### config.mk
export PLATFORM = sky130hd
export DESIGN_NAME = upbt_rem
export DESIGN_NICKNAME = d
export VERILOG_FILES = /design/src/rtl/upbt_pkg.sv /design/src/rtl/upbt_rem.sv
export SDC_FILE = /design/constraint.sdc
export NUM_CORES = 1
export LEC_CHECK = 0
export BUFFER_PORTS_ARGS = -buffer_cell sky130_fd_sc_hd__buf_2
export CAP_MARGIN = 5
export CORE_ASPECT_RATIO = 1.25
export CORE_MARGIN = 1.5
export CORE_UTILIZATION = 45
export CTS_CLUSTER_SIZE = 24
export DETAILED_ROUTE_END_ITERATION = 6
export GPL_ROUTABILITY_DRIVEN = 0
export PLACE_DENSITY_LB_ADDON = 0.12
export SLEW_MARGIN = 20
export SYNTH_ARGS = -nofsm -noshare
export SYNTH_HDL_FRONTEND = slang
export SYNTH_SLANG_ARGS = --single-unit
### constraint.sdc
create_clock -name clk -period 2 [get_ports clk]
set_input_delay 0.1 -clock clk [delete_from_list [all_inputs] [get_ports clk]]
set_output_delay 0.1 -clock clk [all_outputs]
set_load 0.02 [all_outputs]
### src/rtl/upbt_pkg.sv
// ----------------------------------------------------------------------------
// upbt_pkg
// shared types and codes for the udp port bind table
// ----------------------------------------------------------------------------
package upbt_pkg;

  // request codes
  typedef enum logic [1:0] {
    OP_CREATE = 2'd0,
    OP_SETOPT = 2'd1,
    OP_BIND   = 2'd2,
    OP_NONE   = 2'd3
  } op_t;

  // result status codes
  typedef enum logic [2:0] {
    ST_OK       = 3'd0,
    ST_FULL     = 3'd1,
    ST_BAD_SOCK = 3'd2,
    ST_RANGE    = 3'd3,
    ST_NO_PORT  = 3'd4,
    ST_IN_USE   = 3'd5,
    ST_SHARERS  = 3'd6
  } status_t;

  // configuration register index (paddr bit 2)
  localparam logic REG_CORE_COUNT = 1'b0;
  localparam logic REG_LOCAL_IP   = 1'b1;

  localparam int CORE_W = 5;
  localparam logic [CORE_W-1:0] CORE_MAX = 5'd16;
  localparam logic [CORE_W-1:0] CORE_COUNT_RESET = 5'd1;

endpackage

### src/rtl/upbt_rem.sv
// ----------------------------------------------------------------------------
// upbt_rem
// bit-serial remainder of a socket number by the core count
// ----------------------------------------------------------------------------
module upbt_rem #(
  parameter int DIV_W = 8
) (
  input  logic                         clk,
  input  logic                         rst,
  input  logic                         start,
  input  logic [DIV_W-1:0]             dividend,
  input  logic [upbt_pkg::CORE_W-1:0]  divisor,
  output logic                         done,
  output logic [3:0]                   rem
);
  import upbt_pkg::*;

  localparam int N_W = $clog2(DIV_W + 1);

  logic                busy;
  logic [N_W-1:0]      left;
  logic [DIV_W-1:0]    shreg;
  logic [CORE_W-1:0]   dv;
  logic [CORE_W-1:0]   trial;
  logic [CORE_W-1:0]   step;

  // one dividend bit per cycle, restoring form
  always_comb begin
    trial = {rem, shreg[DIV_W-1]};
    step  = (trial >= dv) ? trial - dv : trial;
  end

  always_ff @(posedge clk) begin
    if (rst) begin
      busy <= 1'b0;
      done <= 1'b0;
      left <= '0;
    end else begin
      done <= busy && (left == N_W'(1));
      if (start) begin
        busy <= 1'b1;
        left <= N_W'(DIV_W);
      end else if (busy) begin
        left <= left - N_W'(1);
        if (left == N_W'(1)) begin
          busy <= 1'b0;
        end
      end
    end
  end

  always_ff @(posedge clk) begin
    if (start) begin
      shreg <= dividend;
      dv    <= divisor;
      rem   <= '0;
    end else if (busy) begin
      shreg <= shreg << 1;
      rem   <= step[3:0];
    end
  end

endmodule

==> impl_metrics.ini, run 1 <==
[worst_hold_path]
holdCritPathClass = primary input to flop
hold-path-cell-count = 2
min_from = rst

[clocking]
cts_tree = built
cts_made_buffers = 3
clock_latency_ps = 300
cts.sinks = 23
cts_buffer_depth = 2
postCtsSetupBuffers = 0
cts_resized = 0
cts_root_buffer = clkbuf_4
clkSlewWorstSetupHoldPaths_ps = 120
htreeDepth = 1

[synth]
synth_ff_type = edfxtp_1
post-synth-top-count-cell = edfxtp_1
synth.largest_area_cell = edfxtp_1
ys_seq_area_share_pct = 52.5
avgSynthCellArea_um2 = 11.4
synth_common_cells = edfxtp_1 (13), dfxtp_1 (10), nor2_1 (9)
syn_inst = 99
synth_area_leaders = edfxtp_1 (35%), dfxtp_1 (18%), ha_1 (7.8%)
syn_nets = 123
yosys.cell_types.count = 33
async_reset_ff_share_pct = 0
yosysWarnings = 0
synth_edf_count = 13
syn_area_um2 = 1120
synth_top_area_share_pct = 34.7
ys_ff_latch = 23

[critical_path]
crit_path_start = rem[0]$_SDFFE_PP0P_
worstSetupPathType = flop to flop
rr_worst_depth = 5
startpoint_type = flop
worstPathRequired_ps = 2220
path_max_fanout = 5
r2r_setup_slack_ps = 160
arrival_ps = 2060
end_kind = flop
rr_startpoint = rem[0]$_SDFFE_PP0P_

[floorplan]
io_pins = 21
die-width_um = 47.7
std_cell_rows = 20
core_um2 = 2400
initial_core_util_pct = 46.8
fp.dieH_um = 58.9
die-area_um2 = 2810

[drt]
antenna_left = 0
wl_per_cell_um = 12.4
via_per_inst = 5.03
wl_um = 1950
drtIter0Drc = 4
drc = 0
num_vias = 794
firstDrtPassIters = 3

[global_route]
grt_start_max_net_pins = 27
first_global_vias = 752
grt_busiest_layer = met2
grt_pass1_wl_um = 3380
grt_usage_pct = 16.9
gr-usage-met1_pct = 23.5
use_met3_pct = 1.84
met2_usage_pct = 26.3
grt_antenna_before_repair = 0
grt_overflow = 0

[power_and_ir_drop]
peakVddDrop_v = 0.000511
p_leak_uw = 0.000551
pwr_density_cell_nw_per_um2 = 722

[timing]
clock_skew_ps = 3.59
hold_violations = 0
setup_violations = 0
slew_viol_final = 0
rsz0062_at_grt = no
finalCritPeriodShare_pct = 91.8
setup_tns_ps = 0
period_minus_slack_ps = 1840
fmax_mhz = 545
worst_pin_slew_ps = 538
slew-limit-headroom_pct = 64.1

[status]
status = completed

[layout]
nNetsFinal = 150
syn_to_final_growth_pct = 18.2
design_area_um2 = 1330
drive_above_1_share_pct = 26.4
diodes = 0

[place]
place_area_um2 = 1250
dp_hpwl_um = 1400
port_buffers = 20

[run]
cap_violations = 0
==> flip-flops by register name, summed over array words and instances (netlist names) <==
| name | flops |
|---|---|
| busy | 1 |
| rem | 4 |
| dv | 5 |
| done | 1 |
| left | 4 |
| shreg | 8 |
==> cells by family (layout without fill, tap and decap cells) <==
group	count (synthesis)	count (layout)	synth area share, %
mux	7	7	7.01
flops	23	23	52.5
xor+xnor	5	5	3.89
fa+ha+maj	8	8	9.57
buf+inv	11	37	3.78
simple gates	30	30	13.7
compound gates	15	15	9.57
==> metrics by stage <==
step	setup slack [ps]	total power [uW]	hold WS (ps)	utilization (%)	std cells
after floorplan	141	702	172	-	99
after global placement	206	751	277	52.2	149
after detailed placement	188	757	279	52.2	149
after CTS	168	973	15.6	55.4	158
after global routing	68.9	1030	14.9	55.4	158
final	165	961	22.2	55.4	158
==> worst max-delay path, stage by stage, from the launching register on <==
cell	delay, ps
dfxtp_1	470
ha_1	280
and2_4	170
a41o_1	250
or4_1	500
o311ai_1	90
==> report_power, final <==
| part | leakage, uW | total [uW] | switching (uW) | internal [uW] |
|---|---|---|---|---|
| registers | 0.000212 | 568 | 25.6 | 542 |
| logic | 0.000324 | 184 | 92.8 | 90.8 |
| clock network | 0.0000150 | 209 | 132 | 77.6 |
| total | 0.000551 | 961 | 250 | 711 |
==> path summary, 6_finish.rpt <==
path | endpoint
worst min register to register | left[1]$_SDFFE_PP0P_
worst max-delay path | rem[2]$_SDFFE_PP0P_
worst max register to register | rem[2]$_SDFFE_PP0P_
worst min-delay path | left[3]$_SDFFE_PP0P_
==> cell type report <==
| class | count | area [um^2] |
|---|---|---|
| sequential | 23 | 591 |
| fill | 240 | 1070 |
| tap | 33 | 41.3 |
| inverter | 8 | 30.0 |
| multi-input combinational | 65 | 492 |
| clock buffer | 4 | 26.3 |
| timing repair buffer | 25 | 150 |
==> placed cells by master, fill, tap and decap left out, types with 2 or more instances in the layout <==
cell            n
xor2_1          2
xnor2_1         3
dfxtp_1        10
nor3b_1         2
nand2b_1        2
nand3_1         2
nor2_1          9
nor3_1          2
edfxtp_1       13
nand2_1         7
clkbuf_4        3
inv_1           8
mux2_2          7
buf_2          20
o21ai_0         3
a311oi_1        2
ha_1            7
dlygate4sd3_1   5
a21oi_1         2
==> layer usage <==
metal  vias up  share of wire, %
li1        408                 -
met1       375                42
met2         9                55
met3         2               2.5
met4         0              0.87
met5         -                 0
==> what timing repair did <==
item / in CTS / in global routing
setup endpoints to repair: 0 / 0
hold endpoints to repair: 5 / 0
hold buffers: 5 / 0
Note: power is estimated with default switching activity, not from simulation.
==> inputs of run 2 (changes only) <==
REMOVE_ABC_BUFFERS = 1   (was unset)
==> impl_metrics.ini, run 2 (same netlist as run 1, synthesis figures left out) <==
[global_route]
first_global_vias = 755
grt_pass1_wl_um = 3070
grt_antenna_before_repair = 0
grt_start_max_net_pins = 27
grt_usage_pct = 15.3
grt_overflow = 0

[drt]
wl_per_cell_um = 11.5
firstDrtPassIters = 4
drtIter0Drc = 19
via_per_inst = 5.07
drc = 0
antenna_left = 0
wl_um = 1810
num_vias = 801

[layout]
nNetsFinal = 150
n_fill_cell = 233
largest_reg_flops = 8
final_cell_mix = buf_2 (20), edfxtp_1 (13), dfxtp_1 (10)
top_register = shreg
diodes = 0
syn_to_final_growth_pct = 18.2
reg.largest.list = shreg x8, dv x5
layout_commonest_cell = buf_2
drive_above_1_share_pct = 26.4

[place]
port_buffers = 20
dp_hpwl_um = 1350

[clocking]
clkSlewWorstSetupHoldPaths_ps = 120
cts_tree = built
cts.sinks = 23
clock_latency_ps = 300
postCtsSetupBuffers = 0
cts_root_buffer = clkbuf_4
htreeDepth = 1
cts_hold_buf = 5
cts_buffer_depth = 2
cts_resized = 0
cts_made_buffers = 3

[critical_path]
path_max_fanout = 3
worstSetupPathType = flop to flop
arrival_ps = 2060
critPathSlowestCell = or4_1
worst_path_largest_cell_delay_ps = 500
worstPathRequired_ps = 2220
crit_chain = inv_1, ha_1, and2_4, a41o_1, or4_1, o311ai_1
startpoint_type = flop
end_kind = flop

[floorplan]
initial_core_util_pct = 46.8
die-width_um = 47.7
fp.dieH_um = 58.9
die-area_um2 = 2810
core_um2 = 2400
std_cell_rows = 20
io_pins = 21

[timing]
slew-limit-headroom_pct = 63.2
setup_violations = 0
fmax_mhz = 542
finalCritPeriodShare_pct = 92.2
period_minus_slack_ps = 1840
clock_skew_ps = 6.29
worst_pin_slew_ps = 552
slew_viol_final = 0
rsz0062_at_grt = no
setup_tns_ps = 0
holdWs_ps = 21.2
hold_violations = 0

[power_and_ir_drop]
peakVddDrop_v = 0.000476
pwr_density_cell_nw_per_um2 = 717
p_leak_uw = 0.000551

[run]
cap_violations = 0

[worst_hold_path]
holdCritPathClass = primary input to flop

[status]
status = completed
## run 2: cell counts in the layout (fill, tap and decap cells not counted)
No cell type changed its count.
## run 2: stage by stage
stage               cell area [um^2]  worst slack (ps)  utilization (%)  std cells  total power [uW]
floorplan                       1110               141                -         96               696
global placement                1250               223             52.2        149               749
detailed placement              1250               176             52.2        149               753
CTS                             1330               153             55.4        158               966
global route                    1330              21.9             55.4        158              1010
finish                          1330               157             55.4        158               953
## run 2: where the power goes
group / internal, uW / leakage (uW) / switching, uW
sequential: 542 / 0.000212 / 24.5
combinational: 89.9 / 0.000324 / 91.4
clock: 77.6 / 0.0000150 / 127
## run 2: routing by layer
layer / vias up / track usage, % / wire length [um] / part of all wire (%)
met5: - / 0 / 0 / 0
met4: 0 / 10.0 / 18 / 0.99
met3: 2 / 1.84 / 69 / 3.8
met2: 18 / 23.4 / 919 / 51
met1: 376 / 19.5 / 807 / 44
li1: 405 / - / - / -
## run 2: final cells by class
type	count	area (um^2)	area share [%]
multi-input combinational	65	492	37.0
tap	33	41.3	3.10
clock buffer	4	26.3	1.98
timing repair buffer	25	150	11.3
inverter	8	30.0	2.26
sequential	23	591	44.4
## run 2: final timing paths
check / from / endpoint / slack, ps / cells after the start
worst max-delay path: dv[1]$_DFFE_PP_ / rem[2]$_SDFFE_PP0P_ / 160 / 6
worst min-delay path: rst / left[3]$_SDFFE_PP0P_ / 20 / 2
worst max register to register: dv[1]$_DFFE_PP_ / rem[2]$_SDFFE_PP0P_ / 160 / 6
worst min register to register: left[1]$_SDFFE_PP0P_ / left[1]$_SDFFE_PP0P_ / 530 / 2
## run 2: critical path: cells and delay by family, from the launching register on
family | cells | cell delay [ps]
buffers and inverters | 1 | 110
and+or+nand+nor | 2 | 660
DFF | 1 | 390
adders and majority gates | 1 | 250
AOI/OAI and AO/OA | 2 | 350
==> inputs of run 3 (changes only) <==
ABC_AREA = 1   (was unset)
==> impl_metrics.ini, run 3 <==
[status]
status = completed

[clocking]
cts_made_buffers = 3
cts_resized = 0
postCtsSetupBuffers = 0
clkSlewWorstSetupHoldPaths_ps = 110
clock_latency_ps = 310
cts_tree = built
cts_hold_buf = 6
htreeDepth = 1
cts_buffer_depth = 2
cts.sinks = 23
cts_root_buffer = clkbuf_4

[timing]
hold_violations = 0
setup_tns_ps = 0
setup_violations = 0
holdWs_ps = 43.6
slew-limit-headroom_pct = 75.7
fin_ws_ps = 496
slew_viol_final = 0
rsz0062_at_grt = no
period_minus_slack_ps = 1500
worst_pin_slew_ps = 363
finalCritPeriodShare_pct = 75.2
fmax_mhz = 665
clock_skew_ps = 4.62

[place]
port_buffers = 20
pre_cts_ws_ps = 512
dp_hpwl_um = 1560

[floorplan]
die-width_um = 48.8
io_pins = 21
std_cell_rows = 20
initial_core_util_pct = 48.2
core_um2 = 2450
die-area_um2 = 2950
fp.dieH_um = 60.3

[synth]
yosys.cell_types.count = 30
ys_seq_area_share_pct = 49.9
yosysWarnings = 0
async_reset_ff_share_pct = 0
synth.largest_area_cell = edfxtp_1
synth_edf_count = 13
synth_top_area_share_pct = 33.0
syn_inst = 134
synth_common_cells = nand2_1 (45), inv_1 (17), edfxtp_1 (13)
synth_ff_type = edfxtp_1
ys_ff_latch = 23
syn_area_um2 = 1180
avgSynthCellArea_um2 = 8.82
synth_area_leaders = edfxtp_1 (33%), dfxtp_1 (17%), nand2_1 (14%)
post-synth-top-count-cell = nand2_1

[power_and_ir_drop]
swShare_pct = 27.3
combPwrFrac_pct = 19.9
clkPwrFrac_pct = 21.8
pwr_density_cell_nw_per_um2 = 691
peakVddDrop_v = 0.000500
power_frac_seq_pct = 58.3
p_leak_uw = 0.000684
p_switching_uw = 263
power_uw = 963
p_int_uw = 700

[drt]
firstDrtPassIters = 4
via_per_inst = 4.87
num_vias = 950
drtIter0Drc = 19
wl_um = 2070
antenna_left = 0
drc = 0
wl_per_cell_um = 10.6

[critical_path]
end_kind = flop
rr_worst_depth = 8
path_max_fanout = 3
worstPathRequired_ps = 2210
startpoint_type = flop
arrival_ps = 1720
r2r_setup_slack_ps = 500
worstSetupPathType = flop to flop
rr_startpoint = shreg[7]$_DFFE_PP_
crit_path_start = shreg[7]$_DFFE_PP_

[global_route]
grt_overflow = 0
grt_antenna_before_repair = 0
grt_pass1_wl_um = 3590
grt_start_max_net_pins = 18
first_global_vias = 940
grt_usage_pct = 16.1

[layout]
top_register = shreg
syn_to_final_growth_pct = 17.9
drive_above_1_share_pct = 19.8
layout_commonest_cell = nand2_1
reg.largest.list = shreg x8, dv x5
largest_reg_flops = 8
fin_util_pct = 56.8
nNetsFinal = 187
diodes = 0
final_cell_mix = nand2_1 (45), buf_2 (20), inv_1 (17)

[worst_hold_path]
hold-path-cell-count = 3
min_from = dividend[0]
holdCritPathClass = primary input to flop

[run]
cap_violations = 0
run 3: changes by cell type in the layout (fill, tap and decap cells not counted), sizes merged, moves of 4 or more:
cell   delta
nand2    +40
mux2      -7
nand3     +5
inv      +11
nand4     +4
run 3: worst paths after layout:
check	end
worst max-delay path	rem[2]$_SDFFE_PP0P_
worst min-delay path	shreg[0]$_SDFFCE_PN0P_
worst max register to register	rem[2]$_SDFFE_PP0P_
worst min register to register	rem[3]$_SDFFE_PP0P_
run 3: area by class of cell:
type	instances	area, um^2
fill	255	1060
sequential	23	591
multi-input combinational	89	498
timing repair buffer	26	160
inverter	20	77.6
tap	33	41.3
clock buffer	4	26.3
run 3: worst max-delay path: stages (launching register included):
cell and delay (ps):
edfxtp_1 370, inv_1 90, ha_1 180, inv_2 50, fa_1 370, xnor2_1 170, nand2_1 70, nand3_1 60
nand2_1 50
run 3: logic make-up (layout without fill, tap and decap cells):
| kind of cell | count (synthesis) | count (layout) | synth area share [%] |
|---|---|---|---|
| flip-flops | 23 | 23 | 49.9 |
| adder cells (fa/ha/maj) | 8 | 8 | 9.10 |
| XOR/XNOR | 1 | 1 | 0.741 |
| AO/OA/AOI/OAI | 7 | 7 | 3.60 |
| buffers and inverters | 22 | 50 | 7.94 |
| AND/OR/NAND/NOR | 73 | 73 | 28.7 |
run 3: stage by stage:
stage	instances	instance area, um^2
finish	195	1390
global route	195	1390
CTS	195	1390
detailed placement	185	1310
global placement	185	1310
floorplan	132	1170
run 3: routing by layer:
| layer | part of all wire [%] | vias up | global-route usage (%) | wire length, um |
|---|---|---|---|---|
| met5 | 0 | - | 0 | 0 |
| met4 | 3.0 | 0 | 12.2 | 63 |
| met3 | 2.9 | 6 | 2.00 | 61 |
| met2 | 55 | 18 | 31.9 | 1130 |
| met1 | 39 | 440 | 15.1 | 816 |
| li1 | - | 486 | - | - |
run 3: power by group through the flow:
stage	registers [uW]	clock network, uW	logic (uW)
final	561	210	191
after CTS	562	223	192
after global routing	567	228	220
after floorplan	575	0	124
after global placement	571	0	176
after detailed placement	573	0	182
